<file path="config.mk">
export PLATFORM = sky130hd
export DESIGN_NAME = i2c_slave_byte_controller
export DESIGN_NICKNAME = d
export VERILOG_FILES = /design/src/hw/rtl/i2csbc_pkg.sv /design/src/hw/rtl/i2csbc_ram.sv /design/src/hw/rtl/i2csbc_datapath.sv /design/src/hw/rtl/i2csbc_ctrl.sv /design/src/hw/rtl/i2c_slave_byte_controller.sv
export SDC_FILE = /design/constraint.sdc
export NUM_CORES = 1
export LEC_CHECK = 0
export BUFFER_PORTS_ARGS = -buffer_cell sky130_fd_sc_hd__buf_2
export CELL_PAD_IN_SITES_DETAIL_PLACEMENT = 1
export CELL_PAD_IN_SITES_GLOBAL_PLACEMENT = 2
export CORE_UTILIZATION = 44
export DETAILED_ROUTE_END_ITERATION = 16
export GPL_ROUTABILITY_DRIVEN = 0
export PLACE_DENSITY_LB_ADDON = 0.05
export SKIP_LAST_GASP = 1
export SLEW_MARGIN = 40
export SYNTH_ARGS = -nofsm -noshare
export SYNTH_HDL_FRONTEND = slang
export SYNTH_HIERARCHICAL = 1
export SYNTH_SLANG_ARGS = --single-unit
</file>
<file path="constraint.sdc">
create_clock -name aclk -period 3 [get_ports aclk]
set_input_delay 0.45 -clock aclk [delete_from_list [all_inputs] [get_ports aclk]]
set_output_delay 0.45 -clock aclk [all_outputs]
set_load 0.01 [all_outputs]
</file>
<file path="src/hw/rtl/i2csbc_pkg.sv">
// Shared types and constants for the I2C slave byte controller.
// Used by the controller, the datapath and the top level; depends on nothing.
package i2csbc_pkg;

    // FIFO geometry
    localparam int FIFO_DEPTH = 64;
    localparam int PTR_W      = $clog2(FIFO_DEPTH);
    localparam int CNT_W      = $clog2(FIFO_DEPTH + 1);

    localparam int ADDR_W = 7;
    localparam int BYTE_W = 8;

    // Event codes carried on s_tuser
    typedef enum logic [2:0] {
        ACT_START    = 3'd0,
        ACT_OVERFLOW = 3'd1,
        ACT_STOP     = 3'd2,
        ACT_PUSH     = 3'd3,
        ACT_POP      = 3'd4
    } action_t;

    // Next shifter action
    typedef enum logic [2:0] {
        SH_IDLE   = 3'd0,
        SH_RECV   = 3'd1,
        SH_ACK    = 3'd2,
        SH_SEND   = 3'd3,
        SH_SAMPLE = 3'd4
    } shift_t;

    // Bus protocol phase
    typedef enum logic [2:0] {
        PH_IDLE     = 3'd0,
        PH_ADRS     = 3'd1,
        PH_ADRS_ACK = 3'd2,
        PH_DATA_ACK = 3'd3,
        PH_DATA_IN  = 3'd4,
        PH_DATA_OUT = 3'd5,
        PH_CHK_ACK  = 3'd6
    } phase_t;

    // Controller to datapath
    typedef struct packed {
        logic   capture;     // latch the accepted input transfer
        logic   tx_push;
        logic   tx_pop;
        logic   rx_push;
        logic   rx_pop;
        logic   fifo_clear;
        logic   load_out;    // fill the output register
        shift_t next_shift;
        logic   stretch;
        phase_t phase;
    } cmd_t;

    // Datapath to controller
    typedef struct packed {
        logic [2:0] action;
        logic       addr_match;
        logic       line_lsb;
        logic       out_free;
    } sts_t;

endpackage

</file>
<file path="src/hw/rtl/i2csbc_ram.sv">
// Generic single-write, single-read RAM with registered read data.
// Self-contained; no package dependency.
module i2csbc_ram #(
    parameter int WIDTH = 8,
    parameter int DEPTH = 64
) (
    input  logic                     aclk,
    input  logic                     we,
    input  logic [$clog2(DEPTH)-1:0] waddr,
    input  logic [WIDTH-1:0]         wdata,
    input  logic                     re,
    input  logic [$clog2(DEPTH)-1:0] raddr,
    output logic [WIDTH-1:0]         rdata
);

    logic [WIDTH-1:0] mem [DEPTH];
    logic [WIDTH-1:0] rdata_reg;

    // Write port and registered read port
    always_ff @(posedge aclk) begin
        if (we) begin
            mem[waddr] <= wdata;
        end
        if (re) begin
            rdata_reg <= mem[raddr];
        end
    end

    assign rdata = rdata_reg;

endmodule

</file>
<file path="src/hw/rtl/i2csbc_datapath.sv">
// Datapath: input holding registers, address register, both ring FIFOs and
// the output register. Depends on i2csbc_pkg and i2csbc_ram.
module i2csbc_datapath
    import i2csbc_pkg::*;
(
    input  logic              aclk,
    input  logic              aresetn,
    input  logic [2:0]        in_action,
    input  logic [BYTE_W-1:0] in_line_byte,
    input  logic [BYTE_W-1:0] in_host_data,
    input  logic              cfg_we,
    input  logic [ADDR_W-1:0] cfg_addr,
    input  cmd_t              cmd,
    output sts_t              sts,
    output logic              out_valid,
    input  logic              out_ready,
    output logic [31:0]       out_data
);

    logic [2:0]        action_reg;
    logic [BYTE_W-1:0] line_reg;
    logic [BYTE_W-1:0] host_reg;
    logic [ADDR_W-1:0] addr_reg;

    logic [PTR_W-1:0] tx_wr_reg, tx_wr_next, tx_rd_reg, tx_rd_next;
    logic [PTR_W-1:0] rx_wr_reg, rx_wr_next, rx_rd_reg, rx_rd_next;
    logic [CNT_W-1:0] tx_cnt_reg, tx_cnt_next, rx_cnt_reg, rx_cnt_next;
    logic             err_reg, err_next;
    logic             tx_hit_reg, tx_hit_next, rx_hit_reg, rx_hit_next;

    logic             tx_full, tx_empty, rx_full, rx_empty;
    logic             tx_we, tx_re, rx_we, rx_re;
    logic [BYTE_W-1:0] tx_rdata, rx_rdata;

    logic             out_valid_reg;
    logic [31:0]      out_data_reg;

    function automatic logic [PTR_W-1:0] ptr_inc(input logic [PTR_W-1:0] p);
        if (p == PTR_W'(FIFO_DEPTH - 1)) begin
            return '0;
        end
        return p + PTR_W'(1);
    endfunction

    assign tx_full  = (tx_cnt_reg == CNT_W'(FIFO_DEPTH));
    assign tx_empty = (tx_cnt_reg == '0);
    assign rx_full  = (rx_cnt_reg == CNT_W'(FIFO_DEPTH));
    assign rx_empty = (rx_cnt_reg == '0);

    assign tx_we = cmd.tx_push && !tx_full;
    assign tx_re = cmd.tx_pop && !tx_empty;
    assign rx_we = cmd.rx_push && !rx_full;
    assign rx_re = cmd.rx_pop && !rx_empty;

    // Pointer, count and error bookkeeping for one committed event
    always_comb begin
        tx_wr_next  = tx_wr_reg;
        tx_rd_next  = tx_rd_reg;
        tx_cnt_next = tx_cnt_reg;
        rx_wr_next  = rx_wr_reg;
        rx_rd_next  = rx_rd_reg;
        rx_cnt_next = rx_cnt_reg;
        err_next    = err_reg;
        tx_hit_next = tx_hit_reg;
        rx_hit_next = rx_hit_reg;
        if (cmd.fifo_clear) begin
            tx_wr_next  = '0;
            tx_rd_next  = '0;
            tx_cnt_next = '0;
            rx_wr_next  = '0;
            rx_rd_next  = '0;
            rx_cnt_next = '0;
        end
        if (tx_we) begin
            tx_wr_next  = ptr_inc(tx_wr_reg);
            tx_cnt_next = tx_cnt_reg + CNT_W'(1);
        end
        if (tx_re) begin
            tx_rd_next  = ptr_inc(tx_rd_reg);
            tx_cnt_next = tx_cnt_reg - CNT_W'(1);
        end
        if (rx_we) begin
            rx_wr_next  = ptr_inc(rx_wr_reg);
            rx_cnt_next = rx_cnt_reg + CNT_W'(1);
        end
        if (rx_re) begin
            rx_rd_next  = ptr_inc(rx_rd_reg);
            rx_cnt_next = rx_cnt_reg - CNT_W'(1);
        end
        if (cmd.capture) begin
            err_next    = 1'b0;
            tx_hit_next = 1'b0;
            rx_hit_next = 1'b0;
        end
        if (cmd.tx_push || cmd.tx_pop || cmd.rx_push || cmd.rx_pop) begin
            err_next = (cmd.tx_push && tx_full) || (cmd.tx_pop && tx_empty) ||
                       (cmd.rx_push && rx_full) || (cmd.rx_pop && rx_empty);
            tx_hit_next = tx_re;
            rx_hit_next = rx_re;
        end
    end

    // Control registers
    always_ff @(posedge aclk) begin
        if (!aresetn) begin
            addr_reg      <= '0;
            tx_wr_reg     <= '0;
            tx_rd_reg     <= '0;
            tx_cnt_reg    <= '0;
            rx_wr_reg     <= '0;
            rx_rd_reg     <= '0;
            rx_cnt_reg    <= '0;
            err_reg       <= 1'b0;
            tx_hit_reg    <= 1'b0;
            rx_hit_reg    <= 1'b0;
            out_valid_reg <= 1'b0;
        end else begin
            if (cfg_we) begin
                addr_reg <= cfg_addr;
            end
            tx_wr_reg  <= tx_wr_next;
            tx_rd_reg  <= tx_rd_next;
            tx_cnt_reg <= tx_cnt_next;
            rx_wr_reg  <= rx_wr_next;
            rx_rd_reg  <= rx_rd_next;
            rx_cnt_reg <= rx_cnt_next;
            err_reg    <= err_next;
            tx_hit_reg <= tx_hit_next;
            rx_hit_reg <= rx_hit_next;
            if (cmd.load_out) begin
                out_valid_reg <= 1'b1;
            end else if (out_ready) begin
                out_valid_reg <= 1'b0;
            end
        end
    end

    // Payload registers
    always_ff @(posedge aclk) begin
        if (cmd.capture) begin
            action_reg <= in_action;
            line_reg   <= in_line_byte;
            host_reg   <= in_host_data;
        end
        if (cmd.load_out) begin
            out_data_reg <= {6'd0,
                             cmd.phase,
                             err_reg,
                             (tx_cnt_reg == '0),
                             (rx_cnt_reg == '0),
                             (rx_hit_reg ? rx_rdata : BYTE_W'(0)),
                             cmd.stretch,
                             (tx_hit_reg ? tx_rdata : BYTE_W'(0)),
                             cmd.next_shift};
        end
    end

    i2csbc_ram #(.WIDTH(BYTE_W), .DEPTH(FIFO_DEPTH)) u_tx_ram (
        .aclk  (aclk),
        .we    (tx_we),
        .waddr (tx_wr_reg),
        .wdata (host_reg),
        .re    (tx_re),
        .raddr (tx_rd_reg),
        .rdata (tx_rdata)
    );

    i2csbc_ram #(.WIDTH(BYTE_W), .DEPTH(FIFO_DEPTH)) u_rx_ram (
        .aclk  (aclk),
        .we    (rx_we),
        .waddr (rx_wr_reg),
        .wdata (line_reg),
        .re    (rx_re),
        .raddr (rx_rd_reg),
        .rdata (rx_rdata)
    );

    assign sts.action     = action_reg;
    assign sts.addr_match = (line_reg[BYTE_W-1:1] == addr_reg);
    assign sts.line_lsb   = line_reg[0];
    assign sts.out_free   = !out_valid_reg || out_ready;

    assign out_valid = out_valid_reg;
    assign out_data  = out_data_reg;

endmodule

</file>
<file path="src/hw/rtl/i2csbc_ctrl.sv">
// Controller: event sequencer plus the I2C protocol state (phase, read/write
// direction, stretch enable). Depends on i2csbc_pkg.
module i2csbc_ctrl
    import i2csbc_pkg::*;
(
    input  logic aclk,
    input  logic aresetn,
    input  logic in_valid,
    output logic in_ready,
    input  sts_t sts,
    output cmd_t cmd
);

    typedef enum logic [1:0] {
        ST_IDLE,
        ST_EXEC,
        ST_LOAD
    } state_t;

    state_t state_reg, state_next;
    phase_t phase_reg, phase_next;
    shift_t shift_reg, shift_next;
    logic   reads_reg, reads_next;
    logic   stretch_reg, stretch_next;
    logic   tx_push, tx_pop, rx_push, rx_pop, fifo_clear;

    // Decode one event against the protocol phase
    always_comb begin
        state_next   = state_reg;
        phase_next   = phase_reg;
        shift_next   = shift_reg;
        reads_next   = reads_reg;
        stretch_next = stretch_reg;
        tx_push      = 1'b0;
        tx_pop       = 1'b0;
        rx_push      = 1'b0;
        rx_pop       = 1'b0;
        fifo_clear   = 1'b0;
        case (state_reg)
            ST_IDLE: begin
                if (in_valid) begin
                    state_next = ST_EXEC;
                end
            end
            ST_EXEC: begin
                state_next = ST_LOAD;
                shift_next = SH_IDLE;
                case (sts.action)
                    ACT_START: begin
                        phase_next   = PH_ADRS;
                        stretch_next = 1'b1;
                        shift_next   = SH_RECV;
                    end
                    ACT_OVERFLOW: begin
                        case (phase_reg)
                            PH_ADRS: begin
                                if (sts.addr_match) begin
                                    reads_next = sts.line_lsb;
                                    shift_next = SH_ACK;
                                    phase_next = PH_ADRS_ACK;
                                end else begin
                                    phase_next = PH_IDLE;
                                end
                            end
                            PH_ADRS_ACK: begin
                                if (reads_reg) begin
                                    tx_pop     = 1'b1;
                                    shift_next = SH_SEND;
                                    phase_next = PH_DATA_OUT;
                                end else begin
                                    shift_next = SH_RECV;
                                    phase_next = PH_DATA_IN;
                                end
                            end
                            PH_DATA_ACK: begin
                                shift_next = SH_RECV;
                                phase_next = PH_DATA_IN;
                            end
                            PH_DATA_IN: begin
                                rx_push    = 1'b1;
                                shift_next = SH_ACK;
                                phase_next = PH_DATA_ACK;
                            end
                            PH_DATA_OUT: begin
                                shift_next = SH_SAMPLE;
                                phase_next = PH_CHK_ACK;
                            end
                            PH_CHK_ACK: begin
                                if (!sts.line_lsb) begin
                                    tx_pop     = 1'b1;
                                    shift_next = SH_SEND;
                                    phase_next = PH_DATA_OUT;
                                end else begin
                                    phase_next   = PH_IDLE;
                                    stretch_next = 1'b0;
                                end
                            end
                            default: begin
                                // overflow with no transfer open: reinitialize
                                phase_next   = PH_IDLE;
                                reads_next   = 1'b1;
                                stretch_next = 1'b0;
                                fifo_clear   = 1'b1;
                            end
                        endcase
                    end
                    ACT_STOP: begin
                        phase_next   = PH_IDLE;
                        stretch_next = 1'b0;
                    end
                    ACT_PUSH: begin
                        tx_push = 1'b1;
                    end
                    ACT_POP: begin
                        rx_pop = 1'b1;
                    end
                    default: begin
                        // unused codes leave the protocol state alone; only the next shift goes idle
                    end
                endcase
            end
            ST_LOAD: begin
                if (sts.out_free) begin
                    state_next = ST_IDLE;
                end
            end
            default: begin
                state_next = ST_IDLE;
            end
        endcase
    end

    // Hold state and protocol registers
    always_ff @(posedge aclk) begin
        if (!aresetn) begin
            state_reg   <= ST_IDLE;
            phase_reg   <= PH_IDLE;
            shift_reg   <= SH_IDLE;
            reads_reg   <= 1'b1;
            stretch_reg <= 1'b0;
        end else begin
            state_reg   <= state_next;
            phase_reg   <= phase_next;
            shift_reg   <= shift_next;
            reads_reg   <= reads_next;
            stretch_reg <= stretch_next;
        end
    end

    assign in_ready = (state_reg == ST_IDLE);

    assign cmd.capture    = (state_reg == ST_IDLE) && in_valid;
    assign cmd.tx_push    = tx_push;
    assign cmd.tx_pop     = tx_pop;
    assign cmd.rx_push    = rx_push;
    assign cmd.rx_pop     = rx_pop;
    assign cmd.fifo_clear = fifo_clear;
    assign cmd.load_out   = (state_reg == ST_LOAD) && sts.out_free;
    assign cmd.next_shift = shift_reg;
    assign cmd.stretch    = stretch_reg;
    assign cmd.phase      = phase_reg;

endmodule

</file>
<file path="src/hw/rtl/i2c_slave_byte_controller.sv">
// I2C slave byte controller, 7-bit address, with transmit and receive FIFOs.
// Top level: joins i2csbc_ctrl and i2csbc_datapath; depends on i2csbc_pkg.
//
// Each event (start, shift overflow, stop, host push, host pop) arrives as one
// stream transfer and produces exactly one result transfer. An event is
// captured in the accepting cycle, then decoded with its FIFO update, then
// loaded into the output register in a load step that also collects the
// registered read of the FIFO memory. The next event is accepted only after
// that load, so the block takes no new event while one is still in flight.
// A new event is taken while the previous result still waits in the output
// register; the load stalls only if that result has not been taken by then.
// The address register is written over the cfg channel, which is always
// ready.
module i2c_slave_byte_controller
    import i2csbc_pkg::*;
(
    input  logic        aclk,
    input  logic        aresetn,
    // configuration
    input  logic        cfg_valid,
    output logic        cfg_ready,
    input  logic [6:0]  cfg_data,      // slave_address
    // event input
    input  logic        s_tvalid,
    output logic        s_tready,
    input  logic [15:0] s_tdata,       // line_byte [7:0], host_data [15:8]
    input  logic [2:0]  s_tuser,       // action
    // result output
    output logic        m_tvalid,
    input  logic        m_tready,
    output logic [31:0] m_tdata        // next_shift [2:0], shift_byte [10:3],
                                       // stretch_on [11], host_byte [19:12],
                                       // rx_empty [20], tx_empty [21],
                                       // fifo_error [22], phase [25:23], zero
);

    cmd_t cmd;
    sts_t sts;

    assign cfg_ready = 1'b1;

    i2csbc_ctrl u_ctrl (
        .aclk     (aclk),
        .aresetn  (aresetn),
        .in_valid (s_tvalid),
        .in_ready (s_tready),
        .sts      (sts),
        .cmd      (cmd)
    );

    i2csbc_datapath u_datapath (
        .aclk         (aclk),
        .aresetn      (aresetn),
        .in_action    (s_tuser),
        .in_line_byte (s_tdata[7:0]),
        .in_host_data (s_tdata[15:8]),
        .cfg_we       (cfg_valid),
        .cfg_addr     (cfg_data),
        .cmd          (cmd),
        .sts          (sts),
        .out_valid    (m_tvalid),
        .out_ready    (m_tready),
        .out_data     (m_tdata)
    );

endmodule

</file>
* Word level (Yosys, flattened, before mapping)
Memories as Yosys holds them, arrays and structs flattened. A register that Yosys moved wholly into a read port is not among the register bits. Index checks and enable logic that the tools add are counted.
Storage, ports and cells: input bits 31, bits in writable memories 1024, output and inout port bits 35, memories 2, word-level logic and storage cells 167, bits in registers 104
Memory list:
- u_datapath.u_rx_ram.mem | words 64, bits a word 8, read ports 1, clocked after memory_dff 1, wr ports 1, RTL line i2csbc_ram.sv:16 | logic [WIDTH-1:0] mem [DEPTH];
- u_datapath.u_tx_ram.mem | words 64, bits a word 8, read ports 1, clocked after memory_dff 1, wr ports 1, RTL line i2csbc_ram.sv:16
Operators by class: muxes and demuxes 68, add/subtract/negate cells 8, reduce and logical (&&, ||, !) cells 42, bitwise operators 1, equality and inequality tests 24
Operators by type and width (number):
- $mux 6 | 13
- $pmux 3 s6 | 2
- $mux 1 | 35
- $mux 7 | 5
- $add 6x1->6 const B | 4
- $eq 6x6->1 const B | 4
- $add 7x1->7 const B | 2
- $eq 7x7->1 const B | 2
- $logic_not 7->1 | 2
- $sub 7x1->7 const B | 2
- $eq 3x2->1 const B | 4
- $eq 3x3->1 const B | 4
- $reduce_bool 2->1 | 6
- $logic_and 1x1->1 | 10
- $mux 2 | 5
- $reduce_or 5->1 | 2
- $pmux 3 s3 | 1
- $reduce_bool 3->1 | 3
- $reduce_and 4->1 | 2
- $eq 7x7->1 | 1
- $logic_or 1x1->1 | 7
- $eq 3x1->1 const B | 2
- $ne 2x2->1 const B | 3
- $pmux 1 s2 | 3
- other kinds (14) | 19

* Longest topological paths before layout
depth after elaboration 9, mapped depth 11, depth with buffers taken out 9

* Cells and area by module
The synthesis kept the hierarchy.
By module, submodules not included:
- i2csbc_ram | area an instance 20246.9 sq um, seq. area each 15615.0 sq um, times used 2, cells an instance 940
- i2csbc_datapath | area an instance 4449.3 sq um, seq. area each 2332.2 sq um, times used 1, cells an instance 424
- i2csbc_ctrl | area an instance 690.7 sq um, seq. area each 200.2 sq um, times used 1, cells an instance 89
- i2c_slave_byte_controller | area an instance 11.3 sq um, seq. area each 0.0 sq um, times used 1, cells an instance 2

* Worst setup path after synthesis
OpenSTA, ideal clock, no wires.
path kind register to register, start register u_datapath.action_reg[1], end memory u_datapath.u_rx_ram.mem[62][0], enable pin, cell stages (with the launch flop) 11, clock period less this slack 2.905 ns, setup slack 0.095 ns, buffers on the path 1, arrival 2.534 ns, library setup time 0.370 ns, data required time 2.630 ns, path through edfxtp_1 -> nor3b_4 -> nand2_1 -> nor3_1 -> buf_4 -> inv_1 -> a31o_2 -> inv_1 -> nor2b_1 -> nand3_1 -> nor2_1
Between the ends: longest elaborated chain between the ends 6
RTL lines:
- from (decl) | RTL line i2csbc_datapath.sv:20 | logic [2:0] action_reg;
- from (signal assigned) | RTL line i2csbc_datapath.sv:141 | action_reg <= in_action;
- $eq 3x1->1 | RTL line i2csbc_ctrl.sv:48 | case (sts.action)
- $mux 1 | RTL line i2csbc_ctrl.sv:48
- $mux 1 | RTL line i2csbc_ctrl.sv:39 | case (state_reg)
- named net u_ctrl.rx_push | RTL line i2csbc_ctrl.sv:25 | logic tx_push, tx_pop, rx_push, rx_pop, fifo_clear;
- $logic_and 1x1->1 | RTL line i2csbc_datapath.sv:52 | assign rx_we = cmd.rx_push && !rx_full;
- named net u_datapath.rx_we | RTL line i2csbc_datapath.sv:32 | logic tx_we, tx_re, rx_we, rx_re;
- $mux 1 | RTL line i2csbc_ram.sv:21 | if (we) begin
- $mux 1 (not written as such) | RTL line i2csbc_ram.sv:22 | mem[waddr] <= wdata;
- to (decl) | RTL line i2csbc_ram.sv:16
The timed path passes the listed nets, and every way through them passes these cells.

==> flow_summary.json <==
{
  "status": "complete, no violations",
  "pre_cts_slack_ns": 0.04162,
  "fp.dieH_um": 324.1,
  "powerDensity_mw_per_mm2": 640.9,
  "portBuffers": 58,
  "dieArea_mm2": 0.1050,
  "synth-edff-count": 1085,
  "min_period_ns": 2.824,
  "crit_type": "register to register",
  "routedWlPerCell_um": 27.50,
  "clk_pin_slew_worst_paths_ns": 0.06,
  "h-tree-depth": 4,
  "ctsLongestPathBuffers": 3,
  "num_io_pins": 66,
  "final_util_pct": 52.49,
  "finalHoldViolations": 0,
  "final_area_mm2": 0.05371,
  "drv_slew": 0,
  "reg2reg_from": "u_datapath/action_reg[2]",
  "yosysSeqAreaShare_pct": 73.97,
  "ff2ff_setup_slack_ns": 0.18,
  "grt_max_degree": 68,
  "drive_gt1_share_pct": 29.39,
  "worstPathCellList": "nor3b_4, nand2_1, nor3_2, inv_1, a31o_2, inv_1, nor2b_2, nand3_1, buf_4, nor2_1, buf_4",
  "crit_family": "simple AND/OR/NAND/NOR gates",
  "place_inst": 3943,
  "grt_overflow": 0,
  "syn_avg_cell_area_um2": 19.06,
  "firstDrtPassIters": 5,
  "antenna_found_initial": 1,
  "grt_pass1_vias": 25330,
  "start_util_pct": 44.61,
  "synth-main-ff-cell": "edfxtp_1",
  "setup_viol": 0,
  "num_vias": 23790,
  "dp.final_hpwl_mm": 73.67,
  "rsz0062_at_grt": "false",
  "skew_ns": 0.01981,
  "ant_nets": 0,
  "ir_drop_uv": 557.2,
  "start_kind": "register",
  "clkLatencyLatePin_ns": 0.74,
  "final_common_cell": "edfxtp_1",
  "drt-vias-per-instance": 5.650,
  "slowest_stage": "edfxtp_1",
  "slew_headroom_pct": 44.03,
  "core_mm2": 0.1023,
  "hold_path.class": "primary input to register",
  "postPlaceCellArea_mm2": 0.04890,
  "yosysWarnings": 6,
  "async_flop_share_pct": 0,
  "worst_pin_slew_ns": 0.8395,
  "crit_buf_inv": 4,
  "cts_sinks": 1144,
  "synth_cells": 2395,
  "slowest_delay_ns": 0.49,
  "wirelength_mm": 115.8,
  "cts_root_buffer": "clkbuf_16",
  "drt_iter0_drc": 1941,
  "fmax_ghz": 0.3541,
  "arrival_ns": 3.27,
  "fin_cells": 4210,
  "drv_cap": 0,
  "cts_tree": "done",
  "cp-end-kind": "register",
  "syn2layout_area_growth_pct": 17.68,
  "nets": 2780,
  "tns_ns": 0,
  "drc": 0,
  "die_w_um": 324.1,
  "row_count": 117,
  "synth_area_mm2": 0.04565,
  "fin_ws_ns": 0.1763,
  "layout_common_cells": "edfxtp_1 (1085), mux4_2 (252), buf_4 (247)",
  "hold_start": "cfg_valid",
  "ys_types": 73,
  "crit_start": "u_datapath/action_reg[2]",
  "required_ns": 3.44,
  "p_leak_nw": 16.92,
  "grt_usage_pct": 22.64,
  "grt_pass1_wl_mm": 171.3,
  "timing.final.crit_share_pct": 94.12,
  "cp_max_fo": 7,
  "synth-seq-cells": 1144,
  "cts_buffers": 130
}
## synthesized netlist by cell type (all sizes together) (31+ instances only)
cell	n	area, um^2
edfxtp	1085	32580
buf	98	726.9
dfxtp	59	1181
mux4	252	5675
nor2b	31	193.9
mux2i	61	610.6
nand3	46	235.2
a21oi	38	190.2
o21ai	33	176.4
nor2	214	805.8
clkbuf	44	165.2
nand2	66	247.7
## stage by stage
step / power (mW) / hold WS [ns]
2_1_floorplan: 18.11 / 0.4030
3_3_place_gp: 18.37 / 0.4160
3_5_place_dp: 18.40 / 0.4161
4_1_cts: 34.85 / 0.07370
5_1_grt: 35.40 / 0.1195
6_report: 34.42 / 0.1310
## power by group
group	total, mW	internal [mW]	leakage, nW	switching (mW)
Combinational	0.523	0.115	4.52	0.408
Sequential	17.6	17.5	10.3	0.0290
Clock	16.3	9.95	2.14	6.39
Total	34.4	27.6	16.9	6.83
## per-layer routing
| metal | up-vias | global-route usage [%] | share of wire [%] |
|---|---|---|---|
| met1 | 12640 | 30.09 | 43 |
| met2 | 518 | 37.27 | 50 |
| met5 | - | 0 | 0 |
| met3 | 188 | 3.840 | 4.1 |
| met4 | 0 | 8.889 | 3.3 |
| li1 | 10440 | - | - |
## cell families (layout without fill, tap and decap cells)
kind of cell               count (synthesis)  count (layout)  share of synthesized area [%]
AOI/OAI and AO/OA                        225             225                          3.547
xor gates and xnor gates                  14              14                         0.2686
adders and majority gates                 10              10                         0.2741
buffers and inverters                    159             600                          2.100
DFF                                     1144            1144                          73.97
muxes                                    339             339                          14.41
other                                      2               8                        0.01645
and+or+nand+nor                          502             502                          5.414
## worst paths after layout
check                                        end  cells after the start
hold / removal            u_datapath/addr_reg[0]                      3
setup / recovery  u_datapath/u_rx_ram/mem[62][7]                     11
hold reg to reg          u_datapath/out_data[11]                      0
setup reg to reg  u_datapath/u_rx_ram/mem[62][7]                     11
## timing repair
item / 4_1_cts / 5_1_grt
hold endpoints to repair: 28 / 0
gates resized for setup: 0 / 5
setup buffers: 0 / 1
hold buffers: 28 / 0
setup endpoints to repair: 0 / 285
## tightest hold or removal path: stages
cell and delay, ns:
buf_2 0.17, mux2i_1 0.13, nor2_1 0.07
## area by class of cell
class | instances | area [um^2]
diodes | 1 | 2.502
multi-input cells | 1097 | 10980
clock buffers | 166 | 3546
flip-flops and latches | 1144 | 33790
repair buffers | 349 | 2728
well taps | 1368 | 1712
inverters | 17 | 66.31
fillers | 9222 | 48610
clock inverters | 68 | 888.4
(Power assumes the default switching activity.)
